**config.mk**
```make
export PLATFORM = sky130hd
export DESIGN_NAME = ring_successor_finger_table
export DESIGN_NICKNAME = d
export VERILOG_FILES = /design/src/hdl/rsft_pkg.sv /design/src/hdl/ring_successor_finger_table.sv /design/src/hdl/rsft_ctrl.sv /design/src/hdl/rsft_dp.sv
export SDC_FILE = /design/constraint.sdc
export NUM_CORES = 1
export LEC_CHECK = 0
export ABC_AREA = 0
export CAP_MARGIN = 30
export CORE_ASPECT_RATIO = 0.5
export CORE_UTILIZATION = 60
export DETAILED_ROUTE_END_ITERATION = 8
export DONT_BUFFER_PORTS = 1
export PLACE_DENSITY = 0.82
export SYNTH_ARGS = -nofsm -noshare
export SYNTH_HDL_FRONTEND = slang
export SYNTH_HIERARCHICAL = 1
export SYNTH_SLANG_ARGS = --single-unit
```
**constraint.sdc**
```tcl
create_clock -name clk_i -period 3.4 [get_ports clk_i]
set_clock_uncertainty 0.1 [all_clocks]
set_input_delay 0.51 -clock clk_i [delete_from_list [all_inputs] [get_ports clk_i]]
set_output_delay 0.51 -clock clk_i [all_outputs]
set_load 0.005 [all_outputs]
```
**src/hdl/rsft_pkg.sv**
```systemverilog
`timescale 1ns / 1ps
package rsft_pkg;

  localparam int unsigned KeyW = 4;
  localparam int unsigned OpW = 2;
  localparam int unsigned StatusW = 2;

  typedef enum logic [OpW-1:0] {
    OP_JOIN   = 2'd0,
    OP_REMOVE = 2'd1,
    OP_LOOKUP = 2'd2,
    OP_NONE   = 2'd3
  } op_e;

  typedef enum logic [StatusW-1:0] {
    ST_OK        = 2'd0,
    ST_DUP_JOIN  = 2'd1,
    ST_ABSENT    = 2'd2,
    ST_LOCAL_RM  = 2'd3
  } status_e;

  typedef enum logic [0:0] {
    S_IDLE = 1'b0,
    S_SCAN = 1'b1
  } ctrl_state_e;

  // controller to datapath
  typedef struct packed {
    logic load;
    logic step;
    logic finish;
  } cmd_t;

  // datapath to controller
  typedef struct packed {
    logic hit;
    logic out_free;
    logic local_present;
  } sts_t;

endpackage

```
**src/hdl/ring_successor_finger_table.sv**
```systemverilog
`timescale 1ns / 1ps
// successor ring over 2^RING_BITS keys: one presence bit per key, local node always present.
// fingers and predecessors are a pure function of membership, so a lookup returns the
// successor by walking the presence bits clockwise from the key, one key per cycle; this
// is where finger routing always ends up. join and remove go from the scan state straight
// to the result register once the output register is free; a lookup first steps the cursor
// over d keys, d being the clockwise distance from the key to its successor (at most
// 2^RING_BITS - 1). the input is ready again as soon as the result is loaded, when the
// controller returns to idle. one item in flight at a time; a finished result waits in the
// output register while the next item is taken, and that item holds at its last step
// until the output register is free. writing local_key resets the ring to hold only the
// new local node.
module ring_successor_finger_table #(
  parameter int unsigned RING_BITS = 4
) (
  input  logic                          clk_i,
  input  logic                          rst_ni,
  input  logic                          in_valid_i,
  output logic                          in_ready_o,
  input  logic [rsft_pkg::OpW-1:0]      op_i,
  input  logic [rsft_pkg::KeyW-1:0]     key_i,
  output logic                          out_valid_o,
  input  logic                          out_ready_i,
  output logic [rsft_pkg::StatusW-1:0]  status_o,
  output logic [rsft_pkg::KeyW-1:0]     result_key_o,
  output logic                          is_local_o,
  input  logic                          cfg_we_i,
  input  logic [rsft_pkg::KeyW-1:0]     cfg_local_key_i
);
  import rsft_pkg::*;

  cmd_t cmd;
  sts_t sts;

  // sequencing: idle -> scan -> idle
  rsft_ctrl u_ctrl (
    .clk_i      (clk_i),
    .rst_ni     (rst_ni),
    .in_valid_i (in_valid_i),
    .in_ready_o (in_ready_o),
    .sts_i      (sts),
    .cmd_o      (cmd)
  );

  // membership bits, scan cursor and result register
  rsft_dp #(
    .RING_BITS (RING_BITS)
  ) u_dp (
    .clk_i           (clk_i),
    .rst_ni          (rst_ni),
    .op_i            (op_i),
    .key_i           (key_i),
    .cfg_we_i        (cfg_we_i),
    .cfg_local_key_i (cfg_local_key_i),
    .out_ready_i     (out_ready_i),
    .out_valid_o     (out_valid_o),
    .status_o        (status_o),
    .result_key_o    (result_key_o),
    .is_local_o      (is_local_o),
    .cmd_i           (cmd),
    .sts_o           (sts)
  );

`ifndef NO_ASSERTIONS
  // local node can never leave the ring, which bounds every scan
  a_local_present: assert property (@(posedge clk_i) disable iff (!rst_ni)
    sts.local_present) else $error("local node missing from ring");

  // a result is only written into a free output register
  a_finish_free: assert property (@(posedge clk_i) disable iff (!rst_ni)
    cmd.finish |-> (sts.hit && sts.out_free)) else $error("finish without hit or room");

  // a finish always raises output valid
  a_finish_valid: assert property (@(posedge clk_i) disable iff (!rst_ni)
    cmd.finish |=> out_valid_o) else $error("result lost");

  // no new transfer while an item is being processed
  a_one_item: assert property (@(posedge clk_i) disable iff (!rst_ni)
    cmd.step |-> !in_ready_o) else $error("input taken mid-scan");
`endif

endmodule

```
**src/hdl/rsft_ctrl.sv**
```systemverilog
`timescale 1ns / 1ps
module rsft_ctrl (
  input  logic          clk_i,
  input  logic          rst_ni,
  input  logic          in_valid_i,
  output logic          in_ready_o,
  input  rsft_pkg::sts_t sts_i,
  output rsft_pkg::cmd_t cmd_o
);
  import rsft_pkg::*;

  ctrl_state_e state_q, state_d;

  always_ff @(posedge clk_i or negedge rst_ni) begin
    if (!rst_ni) begin
      state_q <= S_IDLE;
    end else begin
      state_q <= state_d;
    end
  end

  always_comb begin
    state_d = state_q;
    unique case (state_q)
      S_IDLE: begin
        if (in_valid_i) state_d = S_SCAN;
      end
      S_SCAN: begin
        if (sts_i.hit && sts_i.out_free) state_d = S_IDLE;
      end
      default: state_d = S_IDLE;
    endcase
  end

  always_comb begin
    in_ready_o    = (state_q == S_IDLE);
    cmd_o.load    = (state_q == S_IDLE) && in_valid_i;
    cmd_o.step    = (state_q == S_SCAN) && !sts_i.hit;
    cmd_o.finish  = (state_q == S_SCAN) && sts_i.hit && sts_i.out_free;
  end

endmodule

```
**src/hdl/rsft_dp.sv**
```systemverilog
`timescale 1ns / 1ps
module rsft_dp #(
  parameter int unsigned RING_BITS = 4
) (
  input  logic                          clk_i,
  input  logic                          rst_ni,
  input  logic [rsft_pkg::OpW-1:0]      op_i,
  input  logic [rsft_pkg::KeyW-1:0]     key_i,
  input  logic                          cfg_we_i,
  input  logic [rsft_pkg::KeyW-1:0]     cfg_local_key_i,
  input  logic                          out_ready_i,
  output logic                          out_valid_o,
  output logic [rsft_pkg::StatusW-1:0]  status_o,
  output logic [rsft_pkg::KeyW-1:0]     result_key_o,
  output logic                          is_local_o,
  input  rsft_pkg::cmd_t                cmd_i,
  output rsft_pkg::sts_t                sts_o
);
  import rsft_pkg::*;

  localparam int unsigned Space = 1 << RING_BITS;

  logic [Space-1:0]     present_q, present_d;
  logic [RING_BITS-1:0] local_q;
  op_e                  op_q;
  logic [RING_BITS-1:0] key_q;
  logic [RING_BITS-1:0] cursor_q;
  logic                 out_valid_q;
  status_e              status_q, status_d;
  logic [KeyW-1:0]      rkey_q, rkey_d;
  logic                 loc_q, loc_d;

  always_comb begin
    sts_o.hit           = (op_q != OP_LOOKUP) || present_q[cursor_q];
    sts_o.out_free      = !out_valid_q || out_ready_i;
    sts_o.local_present = present_q[local_q];
  end

  // membership update and response on finish
  always_comb begin
    present_d = present_q;
    status_d  = ST_OK;
    rkey_d    = KeyW'(key_q);
    loc_d     = 1'b0;
    unique case (op_q)
      OP_JOIN: begin
        if (present_q[key_q]) status_d = ST_DUP_JOIN;
        else present_d[key_q] = 1'b1;
      end
      OP_REMOVE: begin
        if (key_q == local_q) status_d = ST_LOCAL_RM;
        else if (!present_q[key_q]) status_d = ST_ABSENT;
        else present_d[key_q] = 1'b0;
      end
      OP_LOOKUP: begin
        rkey_d = KeyW'(cursor_q);
        loc_d  = (cursor_q == local_q);
      end
      default: ;
    endcase
  end

  always_ff @(posedge clk_i or negedge rst_ni) begin
    if (!rst_ni) begin
      local_q     <= '0;
      present_q   <= Space'(1);
      out_valid_q <= 1'b0;
    end else begin
      if (cfg_we_i) begin
        local_q   <= RING_BITS'(cfg_local_key_i);
        present_q <= Space'(1) << RING_BITS'(cfg_local_key_i);
      end else if (cmd_i.finish) begin
        present_q <= present_d;
      end
      if (cmd_i.finish) out_valid_q <= 1'b1;
      else if (out_ready_i) out_valid_q <= 1'b0;
    end
  end

  always_ff @(posedge clk_i) begin
    if (cmd_i.load) begin
      op_q     <= op_e'(op_i);
      key_q    <= RING_BITS'(key_i);
      cursor_q <= RING_BITS'(key_i);
    end else if (cmd_i.step) begin
      cursor_q <= cursor_q + 1'b1;
    end
    if (cmd_i.finish) begin
      status_q <= status_d;
      rkey_q   <= rkey_d;
      loc_q    <= loc_d;
    end
  end

  assign out_valid_o  = out_valid_q;
  assign status_o     = status_q;
  assign result_key_o = rkey_q;
  assign is_local_o   = loc_q;

endmodule

```
==> impl_metrics.toml, run 1 <==
[power_and_ir_drop]
swShare_pct = 32.3
p_sw_mw = 0.550
seqPwrFrac_pct = 46.2
combPwrFrac_pct = 26.3
peakVddDrop_uv = 248
clkPwrFrac_pct = 27.5
p_leak_nw = 1.02
power.internal_mw = 1.15
power.density_mw_per_mm2 = 655

[clock_network]
insertion_delay_ps = 300
root_buffer = "clkbuf_8"
clock_sinks = 39
clock_path_buffers = 2
cts_htree_levels = 2
numCtsBuffers = 5
tritoncts = "done"
clk_pin_slew_ps = 80

[timing]
setup_tns_ps = 0
slew_violations = 0
holdWs_ps = 202
hold_violations = 0
relSlewSlack_pct = 44.3
finalSetupViolCount = 0
max_freq_ghz = 0.303
period_minus_slack_ps = 3300
fin_crit_sh_pct = 97.2
layout_setup_ws_ps = 95.7
rsz0062_at_grt = "false"
worstMarginPinSlew_ps = 827

[cells_and_area]
antennaDiodeCount = 0
nNetsFinal = 236
drive_above_1_share_pct = 16.3
syn_to_final_growth_pct = 7.07
nFillCells = 253
fin_cells = 272
final_cell_mix = "23 x nor2_1, 21 x dfrtp_1, 17 x o21ai_0, 17 x edfxtp_1"
layout_commonest_cell = "nor2_1"

[drt]
via_per_inst = 7.20
dr.pass1.iters = 5
totalWireLength_um = 6020
ant_nets = 0
avgRoutedWirePerCell_um = 22.1
drt_iter0_drc = 254
drcViolationCount = 0
via_count = 1959

[floorplan]
chipWidth_um = 91.9
fp.dieH_um = 47.0
rows = 15
die_area_mm2 = 0.00432
coreArea_mm2 = 0.00364
start_util_pct = 66.6
io_pins = 24

[flow_run]
max_cap_violations = 0

[global_routing]
track_usage_pct = 30.6
grt_max_degree = 45
antenna_found_initial = 0
overflow = 0
grt_pass1_wl_um = 9430
grt_pass1_vias = 1774

[status]
outcome = "completed"

[setup_path]
crit_fanout = 11
critPathKind = "reg2reg"
startpoint_type = "flop"
endpoint_kind = "flop"
cp.required_ps = 3480
worstPathArrival_ps = 3390

[placed_design]
dpl.hpwl_um = 4220
dp.cells = 262
port_buffers = 0
place_ws_ps = 153
place_congestion = 0.893

[yosys]
syn-cell-area_mm2 = 0.00243
netlist_instances = 226
syn_nets = 242
syn_area_per_cell_um2 = 10.7
yosysWarnings = 6

[min_path]
hold_path_class = "in2reg"
area by class of cell:
class / count / area [µm²] / area share, %
multi-input combinational: 167 / 1270 / 49.1
clock buffer: 6 / 72.6 / 2.79
inverter: 3 / 11.3 / 0.434
clock inverter: 2 / 60.1 / 2.31
tap: 51 / 63.8 / 2.46
timing repair buffer: 4 / 52.6 / 2.02
sequential: 39 / 1060 / 40.9
through the flow:
stage          util (%)  power, mW  instance area, µm²
3_3_place_gp       66.7       1.18                2430
3_5_place_dp       66.7       1.22                2430
5_1_grt            71.3       1.77                2600
6_report           71.3       1.70                2600
4_1_cts            70.6       1.68                2570
2_1_floorplan         -       1.11                2430
timing repair:
action | in CTS | in global routing
hold buffers | 1 | 0
resized for setup | 0 | 0
buffers inserted | 0 | 0
endpoints found under the hold margin | 22 | 0
final timing paths:
path / depth (start not counted) / to / start / slack [ps]
hold / removal: 0 / u_dp/key_q[1] / key_i[1] / 200
setup / recovery: 9 / flop / u_dp/cursor_q[0] / 100
min in group asynchronous: 1 / asynchronous set/reset pin / rst_ni / 430
max in group asynchronous: 2 / asynchronous set/reset pin / rst_ni / 2370
setup reg to reg: 9 / flop / u_dp/cursor_q[0] / 100
hold reg to reg: 1 / flop / flop / 470
layer usage:
| metal | vias to the layer above | part of all wire, % | global-route usage, % |
|---|---|---|---|
| li1 | 843 | - | - |
| met1 | 954 | 41 | 41.7 |
| met2 | 140 | 44 | 47.5 |
| met3 | 22 | 12 | 9.39 |
| met4 | 0 | 2.9 | 12.5 |
| met5 | - | 0 | 0 |
power by group through the flow:
stage	Combinational [mW]	Clock, mW	Sequential, mW
after floorplan	0.402	0	0.703
after global placement	0.396	0	0.782
after detailed placement	0.425	0	0.791
after CTS	0.435	0.467	0.780
after global routing	0.477	0.489	0.803
final	0.447	0.468	0.787
critical path, cell delays in order (launching register included):
cell,delay [ps]
edfxtp_1,650
mux4_2,580
mux4_2,460
nand2b_1,190
and3_4,260
nand2b_1,120
nor2_1,50
mux2_4,310
and2_4,190
o311a_1,280
Note: power is estimated with default switching activity, not from simulation.
==> run 2, diff against run 1 <==
--- a/config.mk
+++ b/config.mk
@@ -8,10 +8,10 @@
 export ABC_AREA = 0
 export CAP_MARGIN = 30
 export CORE_ASPECT_RATIO = 0.5
-export CORE_UTILIZATION = 60
+export CORE_UTILIZATION = 30
 export DETAILED_ROUTE_END_ITERATION = 8
 export DONT_BUFFER_PORTS = 1
-export PLACE_DENSITY = 0.82
+export PLACE_DENSITY = 0.5
 export SYNTH_ARGS = -nofsm -noshare
 export SYNTH_HDL_FRONTEND = slang
 export SYNTH_HIERARCHICAL = 1
==> run 2 against run 1 <==
  * Global-route usage shrank 14 points
  * Worst hold slack improved by 25 ps
  * Register-to-register slack better by 210 ps
  * Die area grew 96%
  * Sequential cell count stayed put
  * Critical path depth is the same
==> impl_metrics.toml, run 2 (same netlist as run 1, synthesis figures left out) <==
[drt]
dr.pass1.iters = 4
drt_iter0_drc = 175
ant_nets = 0
totalWireLength_um = 6470
via_per_inst = 5.66
via_count = 1874
avgRoutedWirePerCell_um = 19.5
drcViolationCount = 0

[power_and_ir_drop]
p_total_mw = 1.82
p_sw_mw = 0.539
seqPwrFrac_pct = 43.0
clkPwrFrac_pct = 32.9
combPwrFrac_pct = 24.1
swShare_pct = 29.6
power.density_mw_per_mm2 = 667
p_leak_nw = 1.05
peakVddDrop_uv = 242
power.internal_mw = 1.28

[global_routing]
grt_max_degree = 45
antenna_found_initial = 0
track_usage_pct = 16.6
overflow = 0
grt_pass1_vias = 1865
grt_pass1_wl_um = 10200

[cells_and_area]
regArea_mm2 = 0.00106
final_cell_mix = "23 x nor2_1, 21 x dfrtp_1, 17 x o21ai_0, 17 x edfxtp_1"
fin_cells = 331
nNetsFinal = 238
multiInputGateArea_mm2 = 0.00127
drive_above_1_share_pct = 17.0
antennaDiodeCount = 0
layout_commonest_cell = "nor2_1"
nFillCells = 749
final_core_util_pct = 36.1
syn_to_final_growth_pct = 12.6
fin_area_mm2 = 0.00273

[timing]
setup_tns_ps = 0
slew_violations = 0
relSlewSlack_pct = 63.1
fin_crit_sh_pct = 90.9
rsz0062_at_grt = "false"
layout_setup_ws_ps = 309
max_freq_ghz = 0.324
holdWs_ps = 227
period_minus_slack_ps = 3090
hold_violations = 0
worstMarginPinSlew_ps = 553
finalSetupViolCount = 0

[placed_design]
dpl.hpwl_um = 4650
dp.cells = 321
place_congestion = 0.896
port_buffers = 0
post_dp_cell_area_mm2 = 0.00251
place_ws_ps = 313

[min_path]
min_to = "u_dp/key_q[0]"
hold_path_class = "in2reg"
min_from = "key_i[0]"
hold_depth = 0

[setup_path]
rrSetupSlack_ps = 310
reg2reg_depth = 9
cp.required_ps = 3460
rr_startpoint = "u_dp/cursor_q[0]"
endpoint_kind = "flop"
startpoint_type = "flop"
worstPathArrival_ps = 3150
critPathKind = "reg2reg"
crit_fanout = 11

[clock_network]
clock_sinks = 39
clk_pin_slew_ps = 60
cts_htree_levels = 2
insertion_delay_ps = 280
numCtsBuffers = 5
root_buffer = "clkbuf_16"
clock_path_buffers = 2
tritoncts = "done"
cts_resized = 0

[floorplan]
coreArea_mm2 = 0.00757
chipWidth_um = 129
start_util_pct = 32.0
die_area_mm2 = 0.00847
rows = 22
fp.dieH_um = 65.6
io_pins = 24

[flow_run]
max_cap_violations = 0

[status]
outcome = "completed"
-- run 2: routing by layer --
layer	share of wire [%]	global-route usage, %
met5	0	0
met1	45	22.0
met2	44	26.1
met3	10	5.54
met4	0.56	3.82
-- run 2: power by group through the flow --
| stage | combinational [mW] | clock (mW) | sequential (mW) |
|---|---|---|---|
| 2_1_floorplan | 0.402 | 0 | 0.703 |
| 3_3_place_gp | 0.423 | 0 | 0.789 |
| 3_5_place_dp | 0.427 | 0 | 0.792 |
| 4_1_cts | 0.439 | 0.611 | 0.784 |
| 5_1_grt | 0.485 | 0.633 | 0.802 |
| 6_report | 0.439 | 0.599 | 0.784 |
-- run 2: how the worst max path moves through the flow --
stage	start	end	slack (ps)	cells after the start
after floorplan	u_dp/cursor_q[0]	flop	290	10
final	u_dp/cursor_q[0]	flop	310	9
after detailed placement	u_dp/cursor_q[0]	flop	310	9
after global routing	u_dp/cursor_q[0]	flop	160	9
after global placement	u_dp/cursor_q[0]	flop	380	9
after CTS	u_dp/cursor_q[0]	flop	290	9
-- run 2: critical path, stage by stage (launching register included) --
cell	delay, ps
edfxtp_1	500
mux4_2	540
mux4_2	460
nand2b_1	170
and3_4	250
nand2b_1	120
nor2_1	50
mux2_4	310
and2_4	180
o311a_1	280
-- run 2: layout make-up --
cell class / instances / share of cell area, %
Clock inverter: 2 / 2.20
Multi-Input combinational cell: 167 / 46.7
Tap cell: 108 / 4.95
Sequential cell: 39 / 38.9
Clock buffer: 6 / 4.72
Timing Repair Buffer: 6 / 2.20
Inverter: 3 / 0.412
-- run 2: what timing repair did --
| action | 4_1_cts | 5_1_grt |
|---|---|---|
| buffers inserted | 0 | 0 |
| hold buffers | 2 | 0 |
| hold endpoints to repair | 22 | 0 |
